$ cat src/rtl/lag_pkg.sv
// ----------------------------------------------------------------------------
// lag_pkg
// Shared types, constants and helpers of the life automaton grid.
// ----------------------------------------------------------------------------
package lag_pkg;

  localparam int MaxColsDef = 64;
  localparam int MaxRowsDef = 64;

  // configuration register width and the wider width used for grid sizes
  localparam int CfgW = 7;
  localparam int DimW = 9;

  localparam logic [CfgW-1:0] CfgDimRst = 7'd64;

  // neighbor counts of the b3/s23 rule
  localparam logic [3:0] LiveBorn = 4'd3;
  localparam logic [3:0] LiveKeep = 4'd2;

  typedef enum logic [1:0] {
    OP_WRITE   = 2'd0,
    OP_READ    = 2'd1,
    OP_ADVANCE = 2'd2
  } op_e;

  typedef enum logic {
    REG_GRID_WIDTH  = 1'b0,
    REG_GRID_HEIGHT = 1'b1
  } reg_idx_e;

  typedef enum logic {
    ST_IDLE,
    ST_RUN
  } ctl_state_e;

  // control word from the sequencer to the rule unit
  typedef struct packed {
    logic             row_active;
    logic [DimW-1:0]  used_cols;
  } rule_ctl_t;

  // clamp a register value to the synthesized maximum
  function automatic logic [DimW-1:0] clamp_dim(logic [CfgW-1:0] v, logic [DimW-1:0] lim);
    logic [DimW-1:0] ext;
    ext = DimW'(v);
    return (ext > lim) ? lim : ext;
  endfunction

endpackage

$ cat src/rtl/lag_row_cell.sv
// ----------------------------------------------------------------------------
// lag_row_cell
// One row of the grid; takes the row of its neighbor on every shift.
// ----------------------------------------------------------------------------
module lag_row_cell import lag_pkg::*; #(
  parameter int MAX_COLS = MaxColsDef
) (
  input  logic                clk_i,
  input  logic                rst_ni,
  input  logic                shift_i,
  input  logic [MAX_COLS-1:0] row_i,
  output logic [MAX_COLS-1:0] row_o
);

  logic [MAX_COLS-1:0] row_q, row_d;

  assign row_d = shift_i ? row_i : row_q;

  always_ff @(posedge clk_i or negedge rst_ni) begin
    if (!rst_ni) begin
      row_q <= '0;
    end else begin
      row_q <= row_d;
    end
  end

  assign row_o = row_q;

endmodule

$ cat config.mk
export PLATFORM = sky130hd
export DESIGN_NAME = lag_row_cell
export DESIGN_NICKNAME = d
export VERILOG_FILES = /design/src/rtl/lag_pkg.sv /design/src/rtl/lag_row_cell.sv
export SDC_FILE = /design/constraint.sdc
export NUM_CORES = 1
export LEC_CHECK = 0
export BUFFER_PORTS_ARGS = -buffer_cell sky130_fd_sc_hd__buf_2
export CORE_AREA = 2 2 77 79
export CTS_CLUSTER_SIZE = 12
export DETAILED_ROUTE_END_ITERATION = 12
export DIE_AREA = 0 0 79 81
export MAX_ROUTING_LAYER = met4
export PLACE_DENSITY = 0.89
export SYNTH_ARGS = -nofsm -noshare
export SYNTH_HDL_FRONTEND = slang
export SYNTH_SLANG_ARGS = --single-unit
$ cat constraint.sdc
create_clock -name clk_i -period 1.4 [get_ports clk_i]
set_input_delay 0.21 -clock clk_i [delete_from_list [all_inputs] [get_ports clk_i]]
set_output_delay 0.21 -clock clk_i [all_outputs]
set_load 0.05 [all_outputs]
Yosys cells after proc, flatten, opt, wreduce, memory -nomap -nowiden
Index checks and enable logic that the tools add are counted.
{"block": "word_totals", "register_bits": 64, "input_bits": 67, "out_inout_bits": 64, "word_cells": 1}

Logic depth before layout (Yosys ltp)
{"block": "depth", "depth_word": 0, "mapped_depth": 3, "depth_no_buf": 1}

Worst setup path before layout
No wires, ideal clock.
{"block": "synth_timing", "kind": "flip-flop to flip-flop", "startpoint": "register row_o[10] (netlist name)", "endpoint": "register row_q[10] (netlist: row_o[10])", "setup_ns": 0.125, "t_arrival_ns": 0.869, "setup_slack_ns": 0.406, "stages_incl_launch_ff": 2, "n_path_buf": 0, "period_less_slack_ns": 0.994, "path_cell_list": "dfrtp_1 -> mux2_4"}
{"element": "end signal, assigned", "line_no": "lag_row_cell.sv:23", "source": "row_q <= row_d;"}
{"element": "end, declared", "line_no": "lag_row_cell.sv:15", "source": "logic [MAX_COLS-1:0] row_q, row_d;"}

Worst setup path in the final report
{"block": "layout_timing", "startpoint": "register row_q[53] (netlist: row_o[53])", "endpoint": "output port row_o[53]"}
{"element": "end, declared", "line_no": "lag_row_cell.sv:12", "source": "output logic [MAX_COLS-1:0] row_o"}
No word-level cell between the ends.

==> metrics.md <==
| Metric | Value |
|---|---|
| Status | complete, no violations |
| Yosys reg bits | 64 |
| Initial antenna violation count | 0 |
| CP Data Required Time | between 1 and 1.5 ns |
| CTS Buf Count | 9 |
| Die Y | 81 um |
| Arr. time, crit path | approximately 0.97 ns |
| Crit Path Class | register to primary output |
| Cell variety after synth | 5 |
| Slew HR | 77.91% |
| Synth warnings | 0 |
| Drt total wl | between 5 and 6 mm |
| Ant diodes | 0 |
| CTS resizes | 0 |
| Via/cell ratio | around 4.6 |
| Final Instance Area | between 3000 and 4000 um2 |
| CP bufs+invs | 1 |
| Post-synth top area share | approximately 60% |
| Leakage power | ~0.0019 uW |
| RSZ-0062 raised after global routing | false |
| Drt first pass iters | 4 |
| Max reg flops | 64 |
| Initial drt markers | 48 |
| Crit path cell chain | buf_2 |
| Top post-synthesis cells by area | dfrtp_1 60%, mux2_4 34%, buf_12 4.5% |
| Clk_skew | 0 ns |
| Period utilization | between 80% and 90% |
| TNS Setup | 0 ns |
| Post-route DRC | 0 |
| Max Clk Rate | roughly 850 MHz |
| Final #Nets | about 340 |
| Aggregate global-route resource usage | roughly a fifth |
| Clock Latency Late Sink | 0.32 ns |
| Clock sink count | 64 |
| # Post-CTS Setup Buffers | 0 |
| Worst Hold Class | input pin to register |
| RD Place Congestion | 0.7765 |
| Core area | between 5000 and 6000 um2 |
| CTS tree | done |
| H-tree depth | 3 |
| Rows | 28 |
| Vias in the first global route | 1704 |
| Commonest non-fill, non-tap cell in the layout | buf_2 |
| Critical Path Sink Type | primary output |
| Reg clk slew, reported paths | roughly 0.070 ns |
| IO Port Bufs | 130 |
| Total number of vias | 1630 |
| Die area | ~6400 um2 |
| R2R setup slack | slightly above 0.6 ns |
| Cell family with most CP delay | flip-flops |
| Crit start category | register |
| Hold_buf cts | 1 |
| Die Span X | between 70 and 80 um |
| Syn nets | between 200 and 250 |
| Most frequent cells in the layout | 129 x buf_2, 64 x dfrtp_1, 60 x mux2_4, 11 x clkbuf_8, 4 x mux2_2 |
| Slowest CP cell | dfrtp_1 |
| Initial core utilization | 47.20% |
| CTS max path bufs | 2 |
| Share of layout cells above drive strength 1 | roughly 76% |
| IO Count | ~130 |
| Wirelength per Cell | 16.04 um |
| DRT antenna net count | 0 |
| Layout area overhead | 33.58% |
| Max FO, Critical Path | 2 |
| Pins Over Slew Limit | 0 |
| CP max stage delay | around 0.37 ns |
| Synthesized area per cell | between 15 and 20 um2 |
| Total grt overflow | 0 |
| Yosys top cell by area | dfrtp_1 |
| Slew @ Worst Pin | 0.3313 ns |
| First-pass GRT wire length | between 8 and 9 mm |
| Area after DPL | approximately 3400 um2 |
| Pin count of the biggest net entering global routing | 65 |
| Final Hold Fails | 0 |
| Mapped Area | between 2000 and 3000 um2 |
| Worst IR Drop VDD | ~0.71 mV |
| Register area share after synthesis | ~60% |
| HPWL after DPL | roughly 4.1 mm |
| Minimum clock period | 1.180 ns |
| Root buffer cell | clkbuf_8 |
| Setup violators final | 0 |
| Synthesized instance count | 135 |
| Max cap viols | 0 |
| PwrDens | between 1000 and 1500 nW/um2 |
-- cell families (layout without fill, tap and decap cells) --
logic type	after synthesis	after routing	share of synthesized area (%)
muxes	64	64	35.31
DFF	64	64	59.79
buffers and inverters	7	152	4.904
-- path summary, 6_finish.rpt --
path                       startpoint        end  cells past startpoint
max                         row_o[53]  row_o[53]                      1
min                         row_i[57]  row_o[57]                      2
max reg2reg                 row_o[51]  row_o[51]                      1
min reg2reg                 row_o[18]  row_o[18]                      1
max in group asynchronous      rst_ni  row_o[43]                      3
min in group asynchronous      rst_ni  row_o[54]                      3
-- Yosys cell counts --
| library cell | instances |
|---|---|
| mux2_4 | 60 |
| buf_6 | 1 |
| dfrtp_1 | 64 |
| buf_12 | 6 |
| mux2_2 | 4 |
-- metrics by stage --
stage	cells	setup WS [ns]	hold slack (ns)	utilization, %	power [uW]
after floorplan	135	0.4057	-0.08559	-	3202
after global placement	338	0.3626	0.2432	59.37	3543
after detailed placement	338	0.3296	0.2501	59.37	3578
after CTS	355	0.1957	0.09206	63.05	5168
after global routing	355	0.1801	0.09584	63.05	5309
final	355	0.2202	0.1072	63.05	5105
-- area by class of cell --
class                           instances  area [um2]
Fill cell                             436        2097
Multi-Input combinational cell         64       945.9
Tap cell                               75       93.84
Sequential cell                        64        1602
Timing Repair Buffer                  136       738.2
Clock inverter                          3       40.04
Clock buffer                           13       158.9
-- per-layer routing --
layer  wire length, um  part of all wire, %  GRT usage, %
met1              2406                   42         21.87
met3               381                  6.7         5.000
met5                 0                    0             -
met4               133                  2.3         11.90
met2              2773                   49         29.32
-- where the power goes --
part / internal, uW / switching [uW] / leakage, uW
sequential: 2040 / 99.7 / 0.000748
clock: 915 / 650 / 0.000103
combinational: 479 / 926 / 0.00106
total: 3430 / 1680 / 0.00192
No activity file was read; power rests on OpenSTA's default activity.
