<file path="config.mk">
export PLATFORM = sky130hd
export DESIGN_NAME = lag_life_rule
export DESIGN_NICKNAME = d
export VERILOG_FILES = /design/src/rtl/lag_pkg.sv /design/src/rtl/lag_life_rule.sv
export SDC_FILE = /design/constraint.sdc
export NUM_CORES = 1
export LEC_CHECK = 0
export ABC_AREA = 1
export BUFFER_PORTS_ARGS = -buffer_cell sky130_fd_sc_hd__buf_2
export CAP_MARGIN = 20
export CORE_UTILIZATION = 60
export DETAILED_ROUTE_END_ITERATION = 7
export PLACE_DENSITY = 0.91
export SLEW_MARGIN = 20
export SYNTH_ARGS = -nofsm -noshare
export SYNTH_HDL_FRONTEND = slang
export SYNTH_SLANG_ARGS = --single-unit
</file>
<file path="constraint.sdc">
create_clock -name vclk -period 9.4
set_input_delay 0.94 -clock vclk [all_inputs]
set_output_delay 0.94 -clock vclk [all_outputs]
set_load 0.1 [all_outputs]
</file>
<file path="src/rtl/lag_pkg.sv">
// ----------------------------------------------------------------------------
// lag_pkg
// Shared types, constants and helpers of the life automaton grid.
// ----------------------------------------------------------------------------
package lag_pkg;

  localparam int MaxColsDef = 64;
  localparam int MaxRowsDef = 64;

  // configuration register width and the wider width used for grid sizes
  localparam int CfgW = 7;
  localparam int DimW = 9;

  localparam logic [CfgW-1:0] CfgDimRst = 7'd64;

  // neighbor counts of the b3/s23 rule
  localparam logic [3:0] LiveBorn = 4'd3;
  localparam logic [3:0] LiveKeep = 4'd2;

  typedef enum logic [1:0] {
    OP_WRITE   = 2'd0,
    OP_READ    = 2'd1,
    OP_ADVANCE = 2'd2
  } op_e;

  typedef enum logic {
    REG_GRID_WIDTH  = 1'b0,
    REG_GRID_HEIGHT = 1'b1
  } reg_idx_e;

  typedef enum logic {
    ST_IDLE,
    ST_RUN
  } ctl_state_e;

  // control word from the sequencer to the rule unit
  typedef struct packed {
    logic             row_active;
    logic [DimW-1:0]  used_cols;
  } rule_ctl_t;

  // clamp a register value to the synthesized maximum
  function automatic logic [DimW-1:0] clamp_dim(logic [CfgW-1:0] v, logic [DimW-1:0] lim);
    logic [DimW-1:0] ext;
    ext = DimW'(v);
    return (ext > lim) ? lim : ext;
  endfunction

endpackage

</file>
<file path="src/rtl/lag_life_rule.sv">
// ----------------------------------------------------------------------------
// lag_life_rule
// Next generation of one row from a three-row window, with change flag.
// ----------------------------------------------------------------------------
module lag_life_rule import lag_pkg::*; #(
  parameter int MAX_COLS = MaxColsDef
) (
  input  rule_ctl_t           ctl_i,
  input  logic [MAX_COLS-1:0] prev_i,
  input  logic [MAX_COLS-1:0] cur_i,
  input  logic [MAX_COLS-1:0] next_i,
  output logic [MAX_COLS-1:0] row_o,
  output logic                changed_o
);

  for (genvar c = 0; c < MAX_COLS; c++) begin : g_col
    if (c == 0 || c == MAX_COLS - 1) begin : g_edge
      assign row_o[c] = cur_i[c];
    end else begin : g_in
      logic [3:0] cnt;
      logic       nxt;
      logic       active;

      assign cnt = {3'b0, prev_i[c-1]} + {3'b0, prev_i[c]} + {3'b0, prev_i[c+1]}
                 + {3'b0, cur_i[c-1]}  + {3'b0, cur_i[c+1]}
                 + {3'b0, next_i[c-1]} + {3'b0, next_i[c]} + {3'b0, next_i[c+1]};
      assign nxt    = cur_i[c] ? (cnt == LiveKeep || cnt == LiveBorn) : (cnt == LiveBorn);
      // interior column: c+1 below the width in use
      assign active = ctl_i.row_active && (DimW'(c + 1) < ctl_i.used_cols);
      assign row_o[c] = active ? nxt : cur_i[c];
    end
  end

  assign changed_o = |(row_o ^ cur_i);

endmodule

</file>
# Word-level counts from Yosys, hierarchy flattened
# Index checks and enable logic that the tools add are counted.
# word_totals
elab_cells	870
in_bits	202
ramBits	0
reg_bits	0
output_inout_bits	65
latchBits	0
romBits	0
n_memories	0
# classes
n_mul	0
bitwise	1
div_mod_pow	0
shifts	0
n_reduce_logical	125
n_addsub	434
n_lt_le_gt_ge	62
n_eq_ne	124
n_mux	124
# op_table
cell	n
4-bit by 1-bit adder with 4-bit output	248
4-bit by 2-bit equality test with 1-bit output, second input constant	124
6-bit by 9-bit less-than comparator with 1-bit output, first input constant	32
3-bit by 1-bit adder with 4-bit output	62
2-bit by 1-bit adder with 3-bit output	62
5-bit by 9-bit less-than comparator with 1-bit output, first input constant	16
1-bit by 1-bit adder with 2-bit output	62
1-bit 2-to-1 mux	124
4-bit by 9-bit less-than comparator with 1-bit output, first input constant	8
64-bit OR reduction	1
64-bit XOR	1
1-bit logical AND	62
1-bit logical OR	62
3-bit by 9-bit less-than comparator with 1-bit output, first input constant	4
2-bit by 9-bit less-than comparator with 1-bit output, first input constant	2

# Longest topological paths before layout
# depth
ltp_word	13
depth_mapped	21
depth_no_buf	21

# Worst setup path after synthesis
# OpenSTA, ideal clock, no wires.
# synth_timing
path_kind	in2out
startpoint	input prev_i[2]
endpoint	output row_o[3]
stages	10
path_slack_ns	2.976
t_required_ns	8.460
t_arrival_ns	5.484
path_cell_list	inv_1 > fa_1 > fa_1 > fa_1 > inv_1 > ha_1 > fa_1 > o21a_1 > nand3_1 > o21ai_0
# synth_between
elab_chain_len	11
# synth_rtl
element	line	text
start, declared	lag_life_rule.sv:9	input logic [MAX_COLS-1:0] prev_i,
1-bit by 1-bit adder with 2-bit output (*)	lag_life_rule.sv:24	assign cnt = {3'b0, prev_i[c-1]} + {3'b0, prev_i[c]} + {3'b0, prev_i[c+1]}
2-bit by 1-bit adder with 3-bit output (*)	lag_life_rule.sv:24	
3-bit by 1-bit adder with 4-bit output (*)	lag_life_rule.sv:25	+ {3'b0, cur_i[c-1]} + {3'b0, cur_i[c+1]}
4-bit by 1-bit adder with 4-bit output (*)	lag_life_rule.sv:25	
4-bit by 1-bit adder with 4-bit output (*) (3 in a row)	lag_life_rule.sv:26	+ {3'b0, next_i[c-1]} + {3'b0, next_i[c]} + {3'b0, next_i[c+1]};
4-bit by 2-bit equality test with 1-bit output	lag_life_rule.sv:27	assign nxt = cur_i[c] ? (cnt == LiveKeep || cnt == LiveBorn) : (cnt == LiveBorn);
1-bit logical OR	lag_life_rule.sv:27	
1-bit 2-to-1 mux (*)	lag_life_rule.sv:27	
1-bit 2-to-1 mux (*)	lag_life_rule.sv:30	assign row_o[c] = active ? nxt : cur_i[c];
end, declared	lag_life_rule.sv:12	output logic [MAX_COLS-1:0] row_o,
# Every way passes the cells marked *; elsewhere a longest branch is shown, timed or not.

# Worst setup path in the final report
# layout_timing
startpoint	input cur_i[61]
endpoint	output changed_o
# layout_between
elab_chain_len	11
# layout_rtl
element	line	text
start, declared	lag_life_rule.sv:10	input logic [MAX_COLS-1:0] cur_i,
3-bit by 1-bit adder with 4-bit output	lag_life_rule.sv:25	
4-bit by 1-bit adder with 4-bit output	lag_life_rule.sv:25	
4-bit by 1-bit adder with 4-bit output (3 in a row)	lag_life_rule.sv:26	
4-bit by 2-bit equality test with 1-bit output	lag_life_rule.sv:27	
1-bit logical OR	lag_life_rule.sv:27	
1-bit 2-to-1 mux	lag_life_rule.sv:27	
1-bit 2-to-1 mux	lag_life_rule.sv:30	
64-bit XOR (*)	lag_life_rule.sv:34	assign changed_o = |(row_o ^ cur_i);
64-bit OR reduction (*)	lag_life_rule.sv:34	
end, declared	lag_life_rule.sv:13	output logic changed_o
# Marked as above.

==> summary.md <==
| Metric | Value |
|---|---|
| Chip width | between 150 and 200 µm |
| Largest net degree at the start of global routing | 28 |
| Rows | 56 |
| I/O Pins | approximately 270 |
| CP Max Fanout | 4 |
| Clock buffer count | 0 |
| RSZ-0062 raised after global routing | false |
| Total negative slack | 0 ns |
| Slew HR | 0.508 |
| 1st-pass router iterations | 5 |
| Slew Limit Fails | 0 |
| # nets final | between 2000 and 3000 |
| Area leader, netlist | fa_1 |
| Antenna violations before repair | 8 |
| Hold Path Class | in -> out |
| Syn nets | 2740 |
| Die area | between 20000 and 25000 µm² |
| Hold path cells | 2 |
| Area of the mapped netlist | about 15000 µm² |
| Setup CP Type | in -> out |
| Synth Warn # | 0 |
| P_leak | 9.83 nW |
| Dpl ws | between 3 and 4 ns |
| Mapped Avg Cell Area | slightly below 7 µm² |
| Area contributors post-synth | fa_1 (34%), inv_1 (16%), ha_1 (16%), nand2_1 (12%), nand3_1 (6.4%) |
| Post-synth cell types | 36 |
| Routed WL | approximately 37 mm |
| Core area | around 24000 µm² |
| Effective utilization at floorplan | 0.615 |
| Wirelength per Cell | around 14 µm |
| Cts hold-fix bufs | 0 |
| Area Overhead vs Synth | 11.3% |
| Post_cts resized | 0 |
| Total vias in the final route | 13905 |
| Final HPWL from detailed placement | about 34 mm |
| Finish-stage setup viols | 0 |
| Die Span Y | 158 µm |
| Num sequential | 0 |
| Final period util | 0.624 |
| Final Hold Viols | 0 |
| Final ANT Viol Nets | 0 |
| Post-CTS setup buffers | 0 |
| Worst EP arrival | about 5 ns |
| Status | complete, no violations |
| GP Congestion | approximately 0.92 |
| Total track usage | 0.305 |
| Grt ovf | 0 |
| Sequential Area | 0 µm² |
| DRC | 0 |
| First-iteration detailed-routing DRC count | about 830 |
| Fin crit period | a little under 6 ns |
| Post-Synthesis Cells | 2104 |
| Number of global-route vias before repair | between 10000 and 15000 |
| Worst Tran Pin Value | between 0.7 and 0.8 ns |
| Seq/Total Area, Yosys | 0 |
| Maximum vdd drop | between 0.15 and 0.2 mV |
| Vias per inst | 5.18 |
| Power per cell area | 149 nW/µm² |
| Yosys top cell area share | 0.342 |
| F_max | 171 MHz |
| PortBufs | 267 |
| Worst Setup Start Kind | primary input |
| WP data required | ~8.5 ns |
| Final Util | 0.684 |
| Final worst setup slack | between 3 and 4 ns |
| Share of cells above drive strength 1 | 0.137 |
| CP Capture Type | output pin |
| Global-route wire length before repair | approximately 62 mm |
| Max Cap Violations | 0 |
-- cells by family after synthesis --
group | Yosys count | synth area share
buffers and inverters | 643 | 0.172
AO/OA/AOI/OAI | 151 | 0.0606
XOR/XNOR | 6 | 0.00362
adder cells (fa/ha/maj) | 434 | 0.502
AND/OR/NAND/NOR | 870 | 0.262
-- final timing paths --
kind | from | to
setup / recovery | cur_i[61] | changed_o
hold / removal | cur_i[0] | row_o[0]
-- Yosys cell counts --
cell type and number:
inv_2 8, o21ai_2 9, o21bai_1 1, nand3_1 187, o21a_1 15, inv_4 2
nor3_1 14, xor2_1 6, nand2_2 14, nand2_4 5, fa_1 248, buf_6 5
buf_12 1, buf_4 5, ha_1 186, inv_1 621, a31oi_1 4, nand3b_1 21
a21o_1 6, o21ai_4 1, nand4_1 20, nand2_8 1, or2_2 3, buf_2 1
nor2_4 3, o22ai_1 1, nor2_1 131, a22o_1 3, nand3_2 3, nor2_2 7
nand2_1 459, a21oi_1 25, a21boi_0 3, and2_1 2, o21ai_0 78, o21ai_1 5
-- power by group --
part | switching, mW | internal (mW)
Combinational | 1.63 | 0.784
Sequential | 0 | 0
Clock | 0 | 0.0000000997
Total | 1.63 | 0.784
-- stage by stage --
step	power [mW]	std cells	hold slack [ns]	cell area, µm²
finish	2.42	2685	2.26	16200
global placement	2.25	2678	2.26	16100
global route	2.71	2682	2.27	16200
CTS	2.41	2678	2.27	16100
floorplan	1.90	2104	2.09	14500
detailed placement	2.39	2678	2.27	16100
-- cells in the final DEF, fill, tap and decap left out, types with 4 or more instances in the layout --
cell type,count
a21oi_1,25
fa_1,248
a31oi_1,4
diode_2,7
o21ai_2,9
nand3b_1,21
nand3_1,187
xor2_1,6
a21o_1,6
nor2_2,7
nor2_1,131
inv_1,621
nand2_2,14
nand2_1,459
nor3_1,14
o21a_1,15
nand4_1,20
o21ai_1,5
inv_2,8
ha_1,186
buf_2,267
nand2_4,5
o21ai_0,78
-- critical path, stage by stage --
cell and delay [ns]:
buf_2 0.12, inv_1 0.15, fa_1 0.45, fa_1 0.47, fa_1 0.49, inv_1 0.04, ha_1 0.20, fa_1 0.49
o21ai_0 0.08, nor2_1 0.14, nand2_1 0.10, nand3_1 0.08, nand2_1 0.05, inv_1 0.05, nand3_1 0.10, nor2_1 0.19
nand2_1 0.13, nor2_1 0.25, nand2_1 0.07, buf_2 0.31
-- final cells by class --
| type | count | area [µm²] |
|---|---|---|
| Fill cell | 1958 | 7450 |
| Multi-Input combinational cell | 1461 | 12000 |
| Antenna cell | 7 | 17.5 |
| Tap cell | 319 | 399 |
| Timing Repair Buffer | 267 | 1340 |
| Inverter | 631 | 2370 |
-- routing by layer --
layer / routed length (µm) / track usage / part of all wire
met5: 13 / 0 / 0.00035
met4: 1430 / 0.115 / 0.038
met3: 2190 / 0.0383 / 0.059
met2: 18800 / 0.565 / 0.50
met1: 14800 / 0.358 / 0.40
(Power assumes the default switching activity.)
